`src/rtl/lntp_pkg.sv`:
```
// ----------------------------------------------------------------------------
// Layer name tag parser package
// Shared types, codes and character constants for the layer name tag parser.
// ----------------------------------------------------------------------------
package lntp_pkg;

   // Field widths fixed by the interface.
   localparam int CHAR_BITS      = 8;
   localparam int DURATION_BITS  = 31;
   localparam int CSR_DATA_BITS  = 16;
   localparam int CSR_INDEX_BITS = 2;
   localparam int STATUS_BITS    = 3;
   localparam int DISPOSAL_BITS  = 2;
   localparam int PROGRESS_BITS  = 4;

   // Length of the disposal tags, parentheses included.
   localparam logic [PROGRESS_BITS-1:0] TAG_LENGTH = 4'd9;

   // Configuration register indexes.
   localparam logic [CSR_INDEX_BITS-1:0] CSR_DEFAULT_DURATION = 2'd0;
   localparam logic [CSR_INDEX_BITS-1:0] CSR_ZERO_SUBSTITUTE  = 2'd1;

   // Configuration reset values.
   localparam logic [CSR_DATA_BITS-1:0] DEFAULT_DURATION_RESET = 16'd100;
   localparam logic [CSR_DATA_BITS-1:0] ZERO_SUBSTITUTE_RESET  = 16'd60;

   // Characters the scanners look for.
   localparam logic [CHAR_BITS-1:0] CHAR_OPEN_PAREN = 8'h28;
   localparam logic [CHAR_BITS-1:0] CHAR_ZERO       = 8'h30;
   localparam logic [CHAR_BITS-1:0] CHAR_NINE       = 8'h39;
   localparam logic [CHAR_BITS-1:0] CHAR_UPPER_M    = 8'h4D;
   localparam logic [CHAR_BITS-1:0] CHAR_LOWER_M    = 8'h6D;
   localparam logic [CHAR_BITS-1:0] CHAR_UPPER_S    = 8'h53;
   localparam logic [CHAR_BITS-1:0] CHAR_LOWER_S    = 8'h73;

   // Phase of the timing tag scan.
   typedef enum logic [2:0] {
      PHASE_SEEK,
      PHASE_FIRST,
      PHASE_DIGITS,
      PHASE_TAIL,
      PHASE_DONE
   } phase_type;

   // Parse status codes.
   typedef enum logic [STATUS_BITS-1:0] {
      STATUS_OK,
      STATUS_NO_PAREN,
      STATUS_NO_DIGIT,
      STATUS_TOO_SHORT,
      STATUS_NO_MS
   } status_type;

   // Disposal modes.
   typedef enum logic [DISPOSAL_BITS-1:0] {
      DISPOSAL_NONE,
      DISPOSAL_COMBINE,
      DISPOSAL_REPLACE
   } disposal_type;

   // One accepted request as seen by the scanners.
   typedef struct packed {
      logic                 accept;
      logic                 last;
      logic [CHAR_BITS-1:0] ch;
   } step_type;

   // Character at a position of "(combine)" or "(replace)".
   function automatic logic [CHAR_BITS-1:0] tag_char(input logic pick_replace,
                                                     input logic [PROGRESS_BITS-1:0] pos);
      logic [CHAR_BITS-1:0] result;
      case (pos)
         4'd0:    result = CHAR_OPEN_PAREN;
         4'd1:    result = pick_replace ? 8'h72 : 8'h63;  // r / c
         4'd2:    result = pick_replace ? 8'h65 : 8'h6F;  // e / o
         4'd3:    result = pick_replace ? 8'h70 : 8'h6D;  // p / m
         4'd4:    result = pick_replace ? 8'h6C : 8'h62;  // l / b
         4'd5:    result = pick_replace ? 8'h61 : 8'h69;  // a / i
         4'd6:    result = pick_replace ? 8'h63 : 8'h6E;  // c / n
         4'd7:    result = 8'h65;                         // e
         4'd8:    result = 8'h29;                         // )
         default: result = '0;
      endcase
      return result;
   endfunction

endpackage

```
`src/rtl/lntp_disposal.sv`:
```
// ----------------------------------------------------------------------------
// Disposal tag matcher
// Tracks partial matches of "(combine)" and "(replace)" and latches the
// leftmost complete one. Presents the disposal that includes the current
// character.
// ----------------------------------------------------------------------------
module lntp_disposal (
   input  logic                                  clock,
   input  logic                                  reset,
   input  lntp_pkg::step_type                    step,
   output lntp_pkg::disposal_type                disposal_next
);

   logic [lntp_pkg::PROGRESS_BITS-1:0] combine_progress_ff;
   logic [lntp_pkg::PROGRESS_BITS-1:0] combine_progress_in;
   logic [lntp_pkg::PROGRESS_BITS-1:0] replace_progress_ff;
   logic [lntp_pkg::PROGRESS_BITS-1:0] replace_progress_in;
   lntp_pkg::disposal_type             disposal_ff;
   logic [lntp_pkg::PROGRESS_BITS-1:0] combine_step;
   logic [lntp_pkg::PROGRESS_BITS-1:0] replace_step;
   logic                               is_open;

   assign is_open = (step.ch == lntp_pkg::CHAR_OPEN_PAREN);

   // Advance each matcher; a miss restarts at one on an open parenthesis.
   always_comb begin
      if (combine_progress_ff < lntp_pkg::TAG_LENGTH &&
          step.ch == lntp_pkg::tag_char(1'b0, combine_progress_ff)) begin
         combine_step = combine_progress_ff + 4'd1;
      end else begin
         combine_step = is_open ? 4'd1 : 4'd0;
      end
      if (replace_progress_ff < lntp_pkg::TAG_LENGTH &&
          step.ch == lntp_pkg::tag_char(1'b1, replace_progress_ff)) begin
         replace_step = replace_progress_ff + 4'd1;
      end else begin
         replace_step = is_open ? 4'd1 : 4'd0;
      end
   end

   // The first completed tag wins; combine wins a tie.
   always_comb begin
      disposal_next = disposal_ff;
      if (disposal_ff == lntp_pkg::DISPOSAL_NONE) begin
         if (combine_step == lntp_pkg::TAG_LENGTH) begin
            disposal_next = lntp_pkg::DISPOSAL_COMBINE;
         end else if (replace_step == lntp_pkg::TAG_LENGTH) begin
            disposal_next = lntp_pkg::DISPOSAL_REPLACE;
         end
      end
      combine_progress_in = (combine_step == lntp_pkg::TAG_LENGTH) ? 4'd0 : combine_step;
      replace_progress_in = (replace_step == lntp_pkg::TAG_LENGTH) ? 4'd0 : replace_step;
   end

   // Matcher state; cleared at the end of every name.
   always_ff @(posedge clock) begin
      if (reset) begin
         combine_progress_ff <= '0;
         replace_progress_ff <= '0;
         disposal_ff         <= lntp_pkg::DISPOSAL_NONE;
      end else if (step.accept) begin
         if (step.last) begin
            combine_progress_ff <= '0;
            replace_progress_ff <= '0;
            disposal_ff         <= lntp_pkg::DISPOSAL_NONE;
         end else begin
            combine_progress_ff <= combine_progress_in;
            replace_progress_ff <= replace_progress_in;
            disposal_ff         <= disposal_next;
         end
      end
   end

endmodule

```
`src/rtl/lntp_timing.sv`:
```
// ----------------------------------------------------------------------------
// Timing tag scanner
// Parses the first '(' followed by decimal digits and "ms" and presents the
// digit value and parse status that include the current character.
// ----------------------------------------------------------------------------
module lntp_timing #(
   parameter int SUM_BITS = 31
) (
   input  logic                   clock,
   input  logic                   reset,
   input  lntp_pkg::step_type     step,
   output logic [SUM_BITS-1:0]    sum_next,
   output lntp_pkg::status_type   status_next
);

   localparam int WIDE_BITS = SUM_BITS + 4;

   lntp_pkg::phase_type  phase_ff;
   lntp_pkg::phase_type  phase_in;
   logic [SUM_BITS-1:0]  sum_ff;
   lntp_pkg::status_type status_latch_ff;
   lntp_pkg::status_type status_latch_in;
   logic [1:0]           tail_count_ff;
   logic [1:0]           tail_count_in;
   logic [1:0]           suffix_ok_ff;
   logic [1:0]           suffix_ok_in;
   logic                 is_digit;
   logic                 is_m;
   logic                 is_s;
   logic [3:0]           digit;
   logic [WIDE_BITS-1:0] sum_wide;
   logic [WIDE_BITS-1:0] product;
   logic [SUM_BITS-1:0]  sum_sat;
   logic [1:0]           tail_base;
   logic [1:0]           suffix_base;

   assign is_digit = (step.ch >= lntp_pkg::CHAR_ZERO) && (step.ch <= lntp_pkg::CHAR_NINE);
   assign is_m     = (step.ch == lntp_pkg::CHAR_UPPER_M) || (step.ch == lntp_pkg::CHAR_LOWER_M);
   assign is_s     = (step.ch == lntp_pkg::CHAR_UPPER_S) || (step.ch == lntp_pkg::CHAR_LOWER_S);
   assign digit    = step.ch[3:0];

   // Decimal accumulate as shift-add, saturating at the all-ones value.
   assign sum_wide = WIDE_BITS'(sum_ff);
   assign product  = (sum_wide << 3) + (sum_wide << 1) + WIDE_BITS'(digit);
   assign sum_sat  = (product > WIDE_BITS'({SUM_BITS{1'b1}})) ? {SUM_BITS{1'b1}}
                                                             : product[SUM_BITS-1:0];

   // Next state of the scan.
   always_comb begin
      phase_in        = phase_ff;
      sum_next        = sum_ff;
      status_latch_in = status_latch_ff;
      tail_base       = tail_count_ff;
      suffix_base     = suffix_ok_ff;
      tail_count_in   = tail_count_ff;
      suffix_ok_in    = suffix_ok_ff;
      case (phase_ff)
         lntp_pkg::PHASE_SEEK: begin
            if (step.ch == lntp_pkg::CHAR_OPEN_PAREN) begin
               phase_in = lntp_pkg::PHASE_FIRST;
            end
         end
         lntp_pkg::PHASE_FIRST: begin
            if (is_digit) begin
               sum_next = SUM_BITS'(digit);
               phase_in = lntp_pkg::PHASE_DIGITS;
            end else begin
               status_latch_in = lntp_pkg::STATUS_NO_DIGIT;
               phase_in        = lntp_pkg::PHASE_DONE;
            end
         end
         lntp_pkg::PHASE_DIGITS: begin
            if (is_digit) begin
               sum_next = sum_sat;
            end else begin
               // The first character after the digits already counts as tail.
               phase_in    = lntp_pkg::PHASE_TAIL;
               tail_base   = 2'd0;
               suffix_base = 2'd0;
            end
         end
         default: begin
         end
      endcase

      // Tail update, shared by the tail phase and the digit exit.
      if (phase_in == lntp_pkg::PHASE_TAIL) begin
         suffix_ok_in = suffix_base;
         if (tail_base == 2'd0 && is_m) begin
            suffix_ok_in[0] = 1'b1;
         end
         if (tail_base == 2'd1 && is_s) begin
            suffix_ok_in[1] = 1'b1;
         end
         tail_count_in = (tail_base == 2'd3) ? tail_base : tail_base + 2'd1;
      end
   end

   // Status as it would stand if this character ends the name.
   always_comb begin
      case (phase_in)
         lntp_pkg::PHASE_SEEK:   status_next = lntp_pkg::STATUS_NO_PAREN;
         lntp_pkg::PHASE_FIRST:  status_next = lntp_pkg::STATUS_NO_DIGIT;
         lntp_pkg::PHASE_DIGITS: status_next = lntp_pkg::STATUS_TOO_SHORT;
         lntp_pkg::PHASE_TAIL: begin
            if (tail_count_in != 2'd3) begin
               status_next = lntp_pkg::STATUS_TOO_SHORT;
            end else if (suffix_ok_in != 2'b11) begin
               status_next = lntp_pkg::STATUS_NO_MS;
            end else begin
               status_next = lntp_pkg::STATUS_OK;
            end
         end
         default:                status_next = status_latch_in;
      endcase
   end

   // Scan state; cleared at the end of every name.
   always_ff @(posedge clock) begin
      if (reset) begin
         phase_ff        <= lntp_pkg::PHASE_SEEK;
         sum_ff          <= '0;
         status_latch_ff <= lntp_pkg::STATUS_OK;
         tail_count_ff   <= '0;
         suffix_ok_ff    <= '0;
      end else if (step.accept) begin
         if (step.last) begin
            phase_ff        <= lntp_pkg::PHASE_SEEK;
            sum_ff          <= '0;
            status_latch_ff <= lntp_pkg::STATUS_OK;
            tail_count_ff   <= '0;
            suffix_ok_ff    <= '0;
         end else begin
            phase_ff        <= phase_in;
            sum_ff          <= sum_next;
            status_latch_ff <= status_latch_in;
            tail_count_ff   <= tail_count_in;
            suffix_ok_ff    <= suffix_ok_in;
         end
      end
   end

endmodule

```
`src/rtl/layer_name_tag_parser.sv`:
```
// The parser takes one character of a layer name per request, at most one
// per clock cycle, and emits one response in the cycle after the request that
// carries last. Each character is handled by the timing scanner and the
// disposal matcher as it is accepted; the response sits in an output register,
// and a new request is taken whenever that register is empty or is being
// read in the same cycle, so a stream of names runs at one character per
// cycle. Configuration writes are always accepted.
// ----------------------------------------------------------------------------
// Layer name tag parser
// Extracts the frame duration, parse status and disposal mode from a layer
// name streamed one character at a time.
// ----------------------------------------------------------------------------
module layer_name_tag_parser #(
   parameter int SUM_BITS = 31
) (
   input  logic                                   clock,
   input  logic                                   reset,
   input  logic                                   req_valid,
   output logic                                   req_ready,
   input  logic [lntp_pkg::CHAR_BITS-1:0]         req_ch,
   input  logic                                   req_last,
   output logic                                   rsp_valid,
   input  logic                                   rsp_ready,
   output logic [lntp_pkg::DURATION_BITS-1:0]     rsp_duration_ms,
   output logic [lntp_pkg::STATUS_BITS-1:0]       rsp_parse_status,
   output logic [lntp_pkg::DISPOSAL_BITS-1:0]     rsp_disposal,
   input  logic                                   csr_valid,
   output logic                                   csr_ready,
   input  logic [lntp_pkg::CSR_INDEX_BITS-1:0]    csr_index,
   input  logic [lntp_pkg::CSR_DATA_BITS-1:0]     csr_data
);

   logic [lntp_pkg::CSR_DATA_BITS-1:0] default_duration_ff;
   logic [lntp_pkg::CSR_DATA_BITS-1:0] zero_substitute_ff;
   lntp_pkg::step_type                 step;
   logic [SUM_BITS-1:0]                sum_next;
   lntp_pkg::status_type               status_next;
   lntp_pkg::disposal_type             disposal_next;
   logic [lntp_pkg::DURATION_BITS-1:0] duration_in;
   logic                               rsp_valid_ff;
   logic                               rsp_valid_in;
   logic [lntp_pkg::DURATION_BITS-1:0] duration_ff;
   logic [lntp_pkg::STATUS_BITS-1:0]   status_ff;
   logic [lntp_pkg::DISPOSAL_BITS-1:0] disposal_ff;

   // Handshakes.
   assign req_ready  = !rsp_valid_ff || rsp_ready;
   assign csr_ready  = 1'b1;
   assign step.accept = req_valid && req_ready;
   assign step.last   = req_last;
   assign step.ch     = req_ch;

   // Configuration registers; unknown indexes are dropped.
   always_ff @(posedge clock) begin
      if (reset) begin
         default_duration_ff <= lntp_pkg::DEFAULT_DURATION_RESET;
         zero_substitute_ff  <= lntp_pkg::ZERO_SUBSTITUTE_RESET;
      end else if (csr_valid) begin
         if (csr_index == lntp_pkg::CSR_DEFAULT_DURATION) begin
            default_duration_ff <= csr_data;
         end
         if (csr_index == lntp_pkg::CSR_ZERO_SUBSTITUTE) begin
            zero_substitute_ff <= csr_data;
         end
      end
   end

   lntp_timing #(
      .SUM_BITS (SUM_BITS)
   ) u_timing (
      .clock       (clock),
      .reset       (reset),
      .step        (step),
      .sum_next    (sum_next),
      .status_next (status_next)
   );

   lntp_disposal u_disposal (
      .clock         (clock),
      .reset         (reset),
      .step          (step),
      .disposal_next (disposal_next)
   );

   // Duration selection: default on a failed parse, substitute for zero.
   always_comb begin
      if (status_next != lntp_pkg::STATUS_OK) begin
         duration_in = lntp_pkg::DURATION_BITS'(default_duration_ff);
      end else if (sum_next == '0) begin
         duration_in = lntp_pkg::DURATION_BITS'(zero_substitute_ff);
      end else begin
         duration_in = lntp_pkg::DURATION_BITS'(sum_next);
      end
   end

   // Response valid: set by a final character, cleared when read.
   always_comb begin
      rsp_valid_in = rsp_valid_ff && !rsp_ready;
      if (step.accept && step.last) begin
         rsp_valid_in = 1'b1;
      end
   end

   always_ff @(posedge clock) begin
      if (reset) begin
         rsp_valid_ff <= 1'b0;
      end else begin
         rsp_valid_ff <= rsp_valid_in;
      end
   end

   // Response payload.
   always_ff @(posedge clock) begin
      if (step.accept && step.last) begin
         duration_ff <= duration_in;
         status_ff   <= status_next;
         disposal_ff <= disposal_next;
      end
   end

   assign rsp_valid        = rsp_valid_ff;
   assign rsp_duration_ms  = duration_ff;
   assign rsp_parse_status = status_ff;
   assign rsp_disposal     = disposal_ff;

   // A final character always produces a response in the next cycle.
   assert property (@(posedge clock) disable iff (reset)
      (req_valid && req_ready && req_last) |=> rsp_valid)
      else $error("final character did not produce a response");

   // A character that is not final never creates a response.
   assert property (@(posedge clock) disable iff (reset)
      (req_valid && req_ready && !req_last && !rsp_valid) |=> !rsp_valid)
      else $error("response appeared without a final character");

   // A failed parse falls back to a 16-bit configuration value.
   assert property (@(posedge clock) disable iff (reset)
      (rsp_valid && rsp_parse_status != lntp_pkg::STATUS_OK) |->
         (rsp_duration_ms[lntp_pkg::DURATION_BITS-1:lntp_pkg::CSR_DATA_BITS] == '0))
      else $error("failed parse carries a duration wider than the default");

   // Status and disposal stay within their defined codes.
   assert property (@(posedge clock) disable iff (reset)
      rsp_valid |-> (rsp_parse_status <= lntp_pkg::STATUS_NO_MS &&
                     rsp_disposal <= lntp_pkg::DISPOSAL_REPLACE))
      else $error("response carries an undefined code");

endmodule

```
`config.mk`:
```
export PLATFORM = sky130hd
export DESIGN_NAME = layer_name_tag_parser
export DESIGN_NICKNAME = d
export VERILOG_FILES = /design/src/rtl/lntp_pkg.sv /design/src/rtl/lntp_disposal.sv /design/src/rtl/lntp_timing.sv /design/src/rtl/layer_name_tag_parser.sv
export SDC_FILE = /design/constraint.sdc
export NUM_CORES = 1
export LEC_CHECK = 0
export ABC_CLOCK_PERIOD_IN_PS = 5150
export BUFFER_PORTS_ARGS = -buffer_cell sky130_fd_sc_hd__buf_2
export CORE_ASPECT_RATIO = 1.75
export CORE_MARGIN = 4
export CORE_UTILIZATION = 35
export CTS_BUF_LIST = sky130_fd_sc_hd__clkbuf_8
export CTS_CLUSTER_DIAMETER = 100
export DETAILED_ROUTE_END_ITERATION = 12
export PLACE_DENSITY = 0.59
export REMOVE_ABC_BUFFERS = 1
export SLEW_MARGIN = 20
export SYNTH_ARGS = -nofsm -noshare
export SYNTH_HDL_FRONTEND = slang
export SYNTH_SLANG_ARGS = --single-unit
```
`constraint.sdc`:
```
create_clock -name clock -period 5.15 [get_ports clock]
set_input_delay 1.2875 -clock clock [delete_from_list [all_inputs] [get_ports clock]]
set_output_delay 1.2875 -clock clock [all_outputs]
set_load 0.01 [all_outputs]
```
# Yosys cells after proc, flatten, opt, wreduce, memory -nomap -nowiden
# Memories as Yosys holds them, arrays and structs flattened. A register that Yosys moved wholly into a read port is not among the register bits.
# Index checks and enable logic that the tools add are counted.
[totals] mem_bits_rw=0 n_memories=2 output_inout_bits=39 ff_bits=120 rom_bits=208 latchBits=0
[memory_table] memory="(no name shown)" words=16 word_bits=7 rd=1 rd_clocked_by_memory_dff=1 write_ports=0 line="lntp_pkg.sv:72" text="case (pos)"
[memory_table] memory="(no name shown)" words=16 word_bits=6 rd=1 rd_clocked_by_memory_dff=1 write_ports=0 line="lntp_pkg.sv:72"
[classes] add_sub_neg=5 bitwise=0 n_mul=0 div_mod_pow=0 n_shift=0 n_reduce_logical=23 n_mux=45 eq_ne=19 n_lt_le_gt_ge=5
[op_table] cell="$mux 31" count=4
[op_table] cell="$pmux 31 s2" count=1
[op_table] cell="$mux 4" count=10
[op_table] cell="$add 34x32->35" count=1
[op_table] cell="$add 35x4->35" count=1
[op_table] cell="$gt 35x31->1 const B" count=1
[op_table] cell="$eq 8x7->1 const B" count=4
[op_table] cell="$mux 16" count=2
[op_table] cell="$logic_not 31->1" count=1
[op_table] cell="$mux 3" count=9
[op_table] cell="$mux 2" count=13
[op_table] cell="$eq 8x8->1" count=2
[op_table] cell="$pmux 3 s4" count=1
[op_table] cell="$eq 3x2->1 const B" count=3
[op_table] cell="$pmux 3 s3" count=1
[op_table] cell="$add 4x1->4 const B" count=2
[op_table] cell="$eq 4x4->1 const B" count=2
[op_table] cell="$eq 8x6->1 const B" count=1
[op_table] cell="$ge 8x6->1 const B" count=1
[op_table] cell="$le 8x6->1 const B" count=1
[op_table] cell="$logic_and 1x1->1" count=8
[op_table] cell="$lt 4x4->1 const B" count=2
[op_table] cell="$eq 3x1->1 const B" count=2
[op_table] cell="$logic_not 2->1" count=3
[op_table] cell="11 further kinds" count=21

# Depth between registers and ports, before layout
# Gate-level depths: netlist (run 1).
[logic_depth] ltp_word=14 depth_mapped=16 ltp_nobuf=14

# By module
# Synthesis (run 1) repeated with hierarchy kept, for this count alone.
[unflattened] hier_cells=1003 hier_area_um2=8704.6
[modules_own_cells] mod="lntp_timing" n_inst=1 cells_each=581 area_per_inst_um2=4423.0
[modules_own_cells] mod="layer_name_tag_parser" n_inst=1 cells_each=267 area_per_inst_um2=2841.5
[modules_own_cells] mod="lntp_disposal" n_inst=1 cells_each=155 area_per_inst_um2=1440.1

# Worst setup path after synthesis (run 1)
# No wires, ideal clock.
[synth_timing] path_kind="input-to-reg" from="in req_ch[3] (netlist bit)" to="reg duration_ff, in the netlist rsp_duration_ms[14], data pin" n_path_buf=1 path_stages=14 setup_ns=0.143 arrival_time_ns=4.656 setup_slack_ns=0.351 cell_sequence="inv_1 fa_1 fa_1 nand2b_1 a21oi_2 nor2_1 o311ai_4 a41o_1 a311oi_1 nor4_4 a31oi_1 nor4_2 buf_6 o2bb2ai_2"
[synth_via] elab_chain_len=14 word_cells_on_any_way=50 cone_classes="add/sub: 2; order compare: 3; eq/ne: 12; mux: 24; reduce/logical: 9"
[synth_rtl] element="start: declaration" line="layer_name_tag_parser.sv:20" text="input logic [lntp_pkg::CHAR_BITS-1:0] req_ch,"
[synth_rtl] element="branches (longest 13 deep; another with $add 35x4->35)"
[synth_rtl] element="$mux 16 *" line="layer_name_tag_parser.sv:87" text="if (status_next != lntp_pkg::STATUS_OK) begin"
[synth_rtl] element="net duration_in (one bit)" line="layer_name_tag_parser.sv:39" text="logic [lntp_pkg::DURATION_BITS-1:0] duration_in;"
[synth_rtl] element="end signal: assignment" line="layer_name_tag_parser.sv:115" text="duration_ff <= duration_in;"
[synth_rtl] element="end: declaration" line="layer_name_tag_parser.sv:42" text="logic [lntp_pkg::DURATION_BITS-1:0] duration_ff;"
# Mark *: on every way through the listed nets, which the timed path passes.
# A chain may end at the register's enable or synchronous reset.

# Final worst setup path (run 1)
[layout_timing] from="in req_ch[3] (netlist bit)" to="reg duration_ff, in the netlist rsp_duration_ms[3], data pin"
# Same word-level chain as after synthesis.

==> results of run 1 <==
## per-stage QoR
step	total power (W)	instance area, um^2	hold slack, ns	instances	util (%)
finish	0.002132	9689	0.4516	1413	40.33
global placement	0.001313	9308	0.4407	1381	38.74
global route	0.002214	9689	0.4813	1413	40.33
floorplan	0.001224	8285	0.4252	969	-
CTS	0.002151	9683	0.4547	1413	40.31
detailed placement	0.001313	9308	0.4441	1381	38.74
## power groups by stage
stage | Sequential, W | Clock, W | Combinational, W
after detailed placement | 0.00114 | 0 | 0.000176
after floorplan | 0.00114 | 0 | 0.0000846
final | 0.00111 | 0.000842 | 0.000176
after global routing | 0.00112 | 0.000903 | 0.000194
after CTS | 0.00111 | 0.000860 | 0.000176
after global placement | 0.00114 | 0 | 0.000175
## flip-flops by register name (all words and copies together) (netlist names), named ones only
| name | cells |
|---|---|
| u_timing.sum_ff | 31 |
| rsp_duration_ms | 31 |
| u_timing.phase_ff | 3 |
| rsp_disposal | 2 |
| zero_substitute_ff | 16 |
| u_timing.status_latch_ff | 3 |
| default_duration_ff | 16 |
| u_disposal.disposal_ff | 2 |
| u_timing.suffix_ok_ff | 2 |
| rsp_parse_status | 3 |
| u_disposal.replace_progress_ff | 4 |
| rsp_valid | 1 |
| u_timing.tail_count_ff | 2 |
| u_disposal.combine_progress_ff | 4 |
## cells by family (layout without fill, tap and decap cells)
family / count (synthesis) / in the layout / synth area share, %
AOI/OAI and AO/OA: 286 / 286 / 22.52
xor gates and xnor gates: 42 / 42 / 4.313
adders and majority gates: 73 / 73 / 10.89
buffers and inverters: 96 / 173 / 4.475
DFF: 133 / 133 / 35.45
muxes: 7 / 7 / 0.8216
other: 1 / 1 / 0.04397
and+or+nand+nor: 390 / 390 / 21.49
## per-layer routing
| layer | up-vias | wire length, um | track usage (%) |
|---|---|---|---|
| met3 | 74 | 933 | 2.493 |
| li1 | 3837 | - | - |
| met5 | - | 0 | 0 |
| met1 | 3743 | 9634 | 19.84 |
| met2 | 233 | 14080 | 35.71 |
| met4 | 0 | 1414 | 10.16 |
## cell type report
class / count / area [um^2]
Fill cell: 2506 / 14330
Timing Repair Buffer: 104 / 620.6
Clock inverter: 15 / 141.4
Sequential cell: 133 / 3023
Clock buffer: 17 / 234.0
Multi-Input combinational cell: 799 / 5146
Inverter: 37 / 138.9
Tap cell: 308 / 385.4
## placed cells by master (no fill, tap or decap), types with 18 or more instances in the layout
cell type,count
nand2_1,140
nor2_1,116
a21oi_1,103
dfxtp_1,97
ha_1,71
buf_2,69
o21ai_0,44
inv_1,38
edfxtp_1,36
buf_4,34
xnor2_1,24
a22oi_1,24
nor3_1,23
xor2_1,18
## worst max-delay path by stage
stage                   start                 end  slack [ns]  cells after the start
floorplan           req_ch[3]  rsp_duration_ms[3]       -0.75                     13
global placement    req_ch[3]  rsp_duration_ms[3]       -0.03                     17
detailed placement  req_ch[3]  rsp_duration_ms[3]       -0.14                     17
CTS                 req_ch[3]  rsp_duration_ms[3]        0.35                     18
global route        req_ch[3]  rsp_duration_ms[3]        0.12                     18
finish              req_ch[3]  rsp_duration_ms[3]        0.30                     16
## worst max-delay path, stage by stage
cell and delay, ns:
buf_2 0.09, inv_1 0.07, fa_1 0.58, inv_1 0.06
ha_1 0.30, a211oi_1 0.31, nor3_1 0.16, o21ai_0 0.28
nand4b_1 0.15, a311oi_1 0.40, a2111oi_2 0.11, nor4_4 0.32
buf_4 0.30, a21oi_1 0.10, or3_1 0.33, a22o_1 0.19
==> out/results.txt, run 1 <==
status - complete, no violations
post-synth top area share - 22.77%
commonest cells in the netlist - 140 x nand2_1, 117 x nor2_1, 103 x a21oi_1
layout net count - 1197
top post-synthesis cells by area - dfxtp_1 23%, edfxtp_1 13%, ha_1 10%
skew final - 0.01204 ns
Max Cap Viol - 0
FF+latch count, synth - 133
syn avg cell area - 8.296 um^2
final setup margin - 0.3045 ns
number of routed nets with antenna violations - 0
Hold WC Path Type - reg2reg
grt ovf - 0
switching pwr - 0.0005510 W
period utilization - 94.09%
CP required - 5.36 ns
min Tclk post-route - 4.846 ns
Die ar. - 0.02703 mm^2
Combinational Power Share - 8.3%
Starting DRT DRC Count - 458
Setup Total Neg Slack - 0 ns
Place WS - -0.1362 ns
Via Count - 7887
Async SR Flop Fraction - 0%
PortBufs - 69
top_reg_cell synth - dfxtp_1
synthesis-to-layout area growth - 13.61%
count leader, synth - nand2_1
Reg2Reg Setup Slack - 0.77 ns
R2R Path End - rsp_duration_ms[3]
CTS root buffer - clkbuf_8
num rows - 75
number of global-route vias before repair - 7740
internal cell power - 0.001581 W
H-tree levels - 4
Slew @ Worst Pin - 0.8100 ns
max_slew headroom - 46.00%
max-slew violations - 0
pwr dens - 220.0 mW/mm^2
Num CTS Buffers - 17
clock share of power - 39.5%
Leakage - 4.086 nW
cell area after synthesis - 0.008528 mm^2
arrival time worst endpoint - 5.05 ns
CP startpoint kind - primary input
worst hold start - default_duration_ff[3]
DRT Pass-1 Iters - 5
gr usage total - 18.91%
I/O pins - 71
share of cells above drive strength 1 - 14.57%
RSZ-0062 raised after global routing - false
die width - 126 um
Syn. warnings - 0
Seq/Total Area, Yosys - 35.45%
Worst VDD drop - 0.0001801 V
TritonCTS sink count - 133
switching share of power - 25.85%
FF-to-FF Start - u_timing.sum_ff[2]
DP HPWL - 20070 um
Unique masters post-synth - 74
Die Y-Extent - 214.5 um
crit path max fanout - 14
Synth area leader - dfxtp_1
Final Hold Viols - 0
Clk pin slew, worst setup/hold paths - 0.08 ns
Max Fclk - 206.4 MHz
final WL - 26060 um
Core Area - 0.02402 mm^2
Worst Reg-to-Reg Cells - 15
DR vias/cell - 5.582
post-CTS setup buffer count - 0
GP Congestion - 0.8935
initial antenna violation count - 0
TritonCTS clock tree - yes
largest net degree at the start of global routing - 43
Worst Hold Path Cells - 2
Post-synth EDFFs - 36
worst setup path class - in2reg
Seq pwr share - 52.2%
hold buffers post-CTS - 0
first-pass GRT wire length - 40940 um
Bufs on Longest Clock Path - 2
initial core utilization - 35.50%
antenna diode count - 0
worst-skew pair later-pin latency - 0.45 ns
crit end category - register
Min-Delay Endpoint - default_duration_ff[3]
post-synthesis cell count - 1028
setup violators final - 0
DRC viols - 0
post-cts sizing count - 0
DR WL/cell - 18.45 um
(Power assumes the default switching activity.)
==> run 2, diff against run 1 <==
--- a/config.mk
+++ b/config.mk
@@ -8,7 +8,7 @@
 export ABC_CLOCK_PERIOD_IN_PS = 5150
 export BUFFER_PORTS_ARGS = -buffer_cell sky130_fd_sc_hd__buf_2
 export CORE_ASPECT_RATIO = 1.75
-export CORE_MARGIN = 4
+export CORE_MARGIN = 5
 export CORE_UTILIZATION = 35
 export CTS_BUF_LIST = sky130_fd_sc_hd__clkbuf_8
 export CTS_CLUSTER_DIAMETER = 100
==> run 2 against run 1 <==
Compared with the run above: flip-flop and latch count did not move; worst setup slack got worse by 0.035 ns; sequential share of layout area fell by 0.12 points; critical path depth rose by 1.
==> out/results.txt, run 2 (synthesized netlist as in run 1, its figures left out) <==
status - complete, no violations
Reg2Reg Setup Slack - 0.78 ns
DP Area - 0.009315 mm^2
Max Fclk - 204.9 MHz
most common cell after layout, fill and taps aside - nand2_1
number of global-route vias before repair - 7880
layout net count - 1198
CP required - 5.44 ns
CP startpoint kind - primary input
Leakage - 4.112 nW
TritonCTS sink count - 133
Slew @ Worst Pin - 0.8748 ns
pwr dens - 225.3 mW/mm^2
H-tree levels - 4
Via Count - 7845
final setup margin - 0.2696 ns
gr usage total - 18.68%
worst setup path startpoint - req_ch[3]
DR WL/cell - 18.53 um
Hold WC Path Type - reg2reg
Max Cap Viol - 0
DRT Pass-1 Iters - 5
Num CTS Buffers - 17
Worst Reg-to-Reg Cells - 16
R2R Path End - rsp_duration_ms[2]
Final Hold Viols - 0
antenna diode count - 0
worst setup path class - in2reg
period utilization - 94.77%
internal cell power - 0.001631 W
setup violators final - 0
Seq pwr share - 50.9%
DR vias/cell - 5.548
clock share of power - 41.1%
CTS root buffer - clkbuf_8
Die Y-Extent - 216.5 um
die width - 128 um
initial core utilization - 35.50%
GP Congestion - 0.8915
crit end category - register
Util after Layout - 40.49%
Worst VDD drop - 0.0002197 V
skew final - 0.01452 ns
fin cells - 1414
DP HPWL - 20290 um
max-slew violations - 0
share of cells above drive strength 1 - 14.83%
Place WS - -0.1820 ns
Combinational Power Share - 8.0%
max_slew headroom - 41.68%
Core Area - 0.02402 mm^2
largest net degree at the start of global routing - 59
initial antenna violation count - 0
synthesis-to-layout area growth - 14.06%
switching share of power - 25.56%
num rows - 75
grt ovf - 0
DP Cell Count - 1382
cell area after layout - 0.009727 mm^2
Clk pin slew, worst setup/hold paths - 0.08 ns
TritonCTS clock tree - yes
commonest non-fill, non-tap cells in the layout - 140 x nand2_1, 116 x nor2_1, 103 x a21oi_1
arrival time worst endpoint - 5.17 ns
min Tclk post-route - 4.880 ns
number of routed nets with antenna violations - 0
final WL - 26210 um
I/O pins - 71
PortBufs - 69
switching pwr - 0.0005601 W
Die ar. - 0.02771 mm^2
worst-skew pair later-pin latency - 0.45 ns
crit path max fanout - 5
first-pass GRT wire length - 41060 um
Setup crit end - rsp_duration_ms[2]
RSZ-0062 raised after global routing - false
Bufs on Longest Clock Path - 2
FF-to-FF Start - u_timing.sum_ff[0]
DRC viols - 0
Starting DRT DRC Count - 511
[run 2: changes by cell type in the layout (fill, tap and decap cells not counted), sizes merged]
| cell | delta |
|---|---|
| buf | +1 |
| bufinv | +1 |
| clkinvlp | -1 |
[run 2: layer usage]
metal	global-route usage, %	vias up	share of wire (%)	routed length, um
met4	9.915	0	5.2	1369
met5	0	-	0	0
met3	2.661	74	3.4	897
met2	35.48	205	54	14280
met1	19.29	3728	37	9659
li1	-	3838	-	-
[run 2: worst min path at each step]
stage / slack (ns) / startpoint / cells after the start / end
after CTS: 0.45 / default_duration_ff[3] / 2 / default_duration_ff[3]
after floorplan: 0.43 / default_duration_ff[3] / 2 / default_duration_ff[3]
final: 0.46 / default_duration_ff[3] / 2 / default_duration_ff[3]
after global placement: 0.44 / default_duration_ff[3] / 2 / default_duration_ff[3]
after global routing: 0.48 / default_duration_ff[9] / 2 / default_duration_ff[9]
after detailed placement: 0.44 / default_duration_ff[3] / 2 / default_duration_ff[3]
[run 2: final cells by class]
cell class                 instances  area [um^2]
timing repair buffer             105        628.1
inverter                          37        138.9
multi-input combinational        799         5152
fill                            2504        14300
clock inverter                    15        165.2
clock buffer                      17        234.0
sequential                       133         3023
tap                              308        385.4
[run 2: power by group through the flow]
stage / clock (W) / sequential (W) / combinational [W]
after floorplan: 0 / 0.00114 / 0.0000846
after global routing: 0.000955 / 0.00112 / 0.000193
after detailed placement: 0 / 0.00114 / 0.000176
final: 0.000900 / 0.00111 / 0.000176
after global placement: 0 / 0.00114 / 0.000175
after CTS: 0.000915 / 0.00111 / 0.000177
[run 2: stage by stage]
stage / hold WS [ns] / power [W] / TNS, ns
2_1_floorplan: 0.4252 / 0.001224 / -8.804
3_3_place_gp: 0.4400 / 0.001313 / -1.021
3_5_place_dp: 0.4416 / 0.001314 / -2.233
4_1_cts: 0.4526 / 0.002206 / 0
5_1_grt: 0.4789 / 0.002265 / 0
6_report: 0.4552 / 0.002191 / 0
[run 2: critical path, stage by stage]
cell and delay, ns:
buf_2 0.10, inv_1 0.07, fa_1 0.59, inv_1 0.06, ha_1 0.31, a211oi_1 0.32, nor3_1 0.17, o21ai_0 0.26
nand4b_1 0.13, a311oi_1 0.34, a2111oi_2 0.06, buf_4 0.17, nor4_4 0.21, buf_12 0.16, a31oi_1 0.15, or4_1 0.60
o22ai_1 0.17
[run 2: repair_timing]
item,4_1_cts,5_1_grt
resized for setup,0,1
buffers inserted,0,0
setup endpoints to repair,0,1
hold buffers,0,0
==> run 3, diff against run 2 <==
--- a/config.mk
+++ b/config.mk
@@ -5,7 +5,7 @@
 export SDC_FILE = /design/constraint.sdc
 export NUM_CORES = 1
 export LEC_CHECK = 0
-export ABC_CLOCK_PERIOD_IN_PS = 5150
+export ABC_CLOCK_PERIOD_IN_PS = 5600
 export BUFFER_PORTS_ARGS = -buffer_cell sky130_fd_sc_hd__buf_2
 export CORE_ASPECT_RATIO = 1.75
 export CORE_MARGIN = 5
==> constraint.sdc (replaced) <==
create_clock -name clock -period 5.6 [get_ports clock]
set_input_delay 1.4 -clock clock [delete_from_list [all_inputs] [get_ports clock]]
set_output_delay 1.4 -clock clock [all_outputs]
set_load 0.01 [all_outputs]
==> run 3 against run 2 <==
Compared with the run above: combinational power shrank 8%; sequential share of layout area rose by 0.40 points; clock skew fell by 0.0056 ns; critical path type unchanged; critical endpoint is now rsp_duration_ms[3]; largest cell class unchanged; largest power group unchanged; highest routed layer unchanged.
==> out/results.txt, run 3 (synthesized netlist as in run 1, its figures left out) <==
status - complete, no violations
Min-Delay Endpoint - default_duration_ff[3]
grt ovf - 0
Max Cap Viol - 0
initial core utilization - 35.50%
Hold WC Path Type - reg2reg
max-slew violations - 0
Leakage - 4.029 nW
Num CTS Buffers - 17
PortBufs - 69
Core Area - 0.02402 mm^2
hold buffers post-CTS - 0
Worst Hold Path Cells - 2
die width - 128 um
DP HPWL - 20080 um
R2R Path End - rsp_duration_ms[3]
DP Cell Count - 1363
number of global-route vias before repair - 7891
period utilization - 91.93%
most common cell after layout, fill and taps aside - nand2_1
commonest non-fill, non-tap cells in the layout - 140 x nand2_1, 116 x nor2_1, 103 x a21oi_1
Max Fclk - 194.2 MHz
FF-to-FF Start - u_timing.sum_ff[2]
gr usage total - 18.86%
worst hold start - default_duration_ff[3]
fin cells - 1395
Starting DRT DRC Count - 562
Die ar. - 0.02771 mm^2
RSZ-0062 raised after global routing - false
Via Count - 7871
setup violators final - 0
initial antenna violation count - 0
synthesis-to-layout area growth - 12.59%
Clk pin slew, worst setup/hold paths - 0.07 ns
worst setup path class - in2reg
max_slew headroom - 49.04%
crit path max fanout - 13
post-cts sizing count - 0
layout net count - 1179
worst-skew pair later-pin latency - 0.46 ns
Power Total - 0.002067 W
CTS root buffer - clkbuf_8
pwr dens - 215.3 mW/mm^2
CP required - 5.81 ns
Reg2Reg Setup Slack - 1.11 ns
GP Congestion - 0.8944
arrival time worst endpoint - 5.36 ns
DR vias/cell - 5.642
DRT Pass-1 Iters - 6
crit end category - register
first-pass GRT wire length - 41570 um
CP startpoint kind - primary input
TritonCTS sink count - 133
I/O pins - 71
final WL - 26280 um
Die Y-Extent - 216.5 um
num rows - 75
Final Hold Viols - 0
H-tree levels - 4
Slew @ Worst Pin - 0.7636 ns
share of cells above drive strength 1 - 13.25%
TritonCTS clock tree - yes
skew final - 0.008905 ns
antenna diode count - 0
largest net degree at the start of global routing - 64
number of routed nets with antenna violations - 0
min Tclk post-route - 5.148 ns
DRC viols - 0
Worst Reg-to-Reg Cells - 16
Bufs on Longest Clock Path - 2
post-CTS setup buffer count - 0
DR WL/cell - 18.84 um
Worst VDD drop - 0.0001591 V
run 3: changes by cell type in the layout (fill, tap and decap cells not counted):
cell and delta:
buf_4 -19, clkinvlp_4 -2, a31oi_1 +1, a31oi_2 -1, bufinv_16 +1, inv_6 +1
run 3: worst max-delay path, stage by stage:
cell	delay, ns
buf_2	0.13
inv_1	0.08
fa_1	0.59
inv_1	0.06
ha_1	0.31
a211oi_1	0.35
nor3_1	0.18
o21ai_0	0.31
nand2_1	0.15
and4_1	0.22
a2111oi_2	0.49
nor4_4	0.13
a31oi_1	0.28
buf_4	0.18
nor4_4	0.05
buf_12	0.19
a22o_1	0.23
run 3: cell type report:
| type | count | area [um^2] |
|---|---|---|
| fillers | 2531 | 14420 |
| multi-input cells | 799 | 5146 |
| clock buffers | 17 | 234.0 |
| repair buffers | 86 | 485.5 |
| clock inverters | 15 | 188.9 |
| flip-flops and latches | 133 | 3023 |
| inverters | 37 | 138.9 |
| well taps | 308 | 385.4 |
run 3: how the worst max path moves through the flow:
stage          slack [ns]                 end  cells past startpoint      start
6_report             0.45  rsp_duration_ms[3]                     17  req_ch[3]
5_1_grt              0.22  rsp_duration_ms[5]                     15  req_ch[3]
4_1_cts              0.48  rsp_duration_ms[3]                     17  req_ch[3]
3_5_place_dp        0.006  rsp_duration_ms[3]                     17  req_ch[3]
3_3_place_gp         0.13  rsp_duration_ms[3]                     17  req_ch[3]
2_1_floorplan       -0.41  rsp_duration_ms[3]                     13  req_ch[3]
run 3: layer usage:
layer  vias up  global-route usage [%]  wire [um]
met5         -                       0          0
met4         0                   10.20       1456
met3        86                   3.030       1136
met2       255                   34.80      14150
met1      3730                   20.07       9539
li1       3800                       -          -
run 3: report_power, final:
part	leakage, nW	internal [W]	switching, W
Clock	0.220	0.000481	0.000399
Combinational	2.68	0.0000547	0.000107
Sequential	1.12	0.00101	0.0000154
run 3: metrics by stage:
step	setup WS (ns)	TNS [ns]	instance area, um^2	hold slack, ns	util, %
2_1_floorplan	-0.4120	-3.973	8285	0.4252	-
3_3_place_gp	0.1269	0	9173	0.4432	38.18
3_5_place_dp	0.005770	0	9173	0.4452	38.18
4_1_cts	0.4774	0	9595	0.4559	39.94
5_1_grt	0.2192	0	9602	0.4744	39.97
6_report	0.4517	0	9602	0.4545	39.97
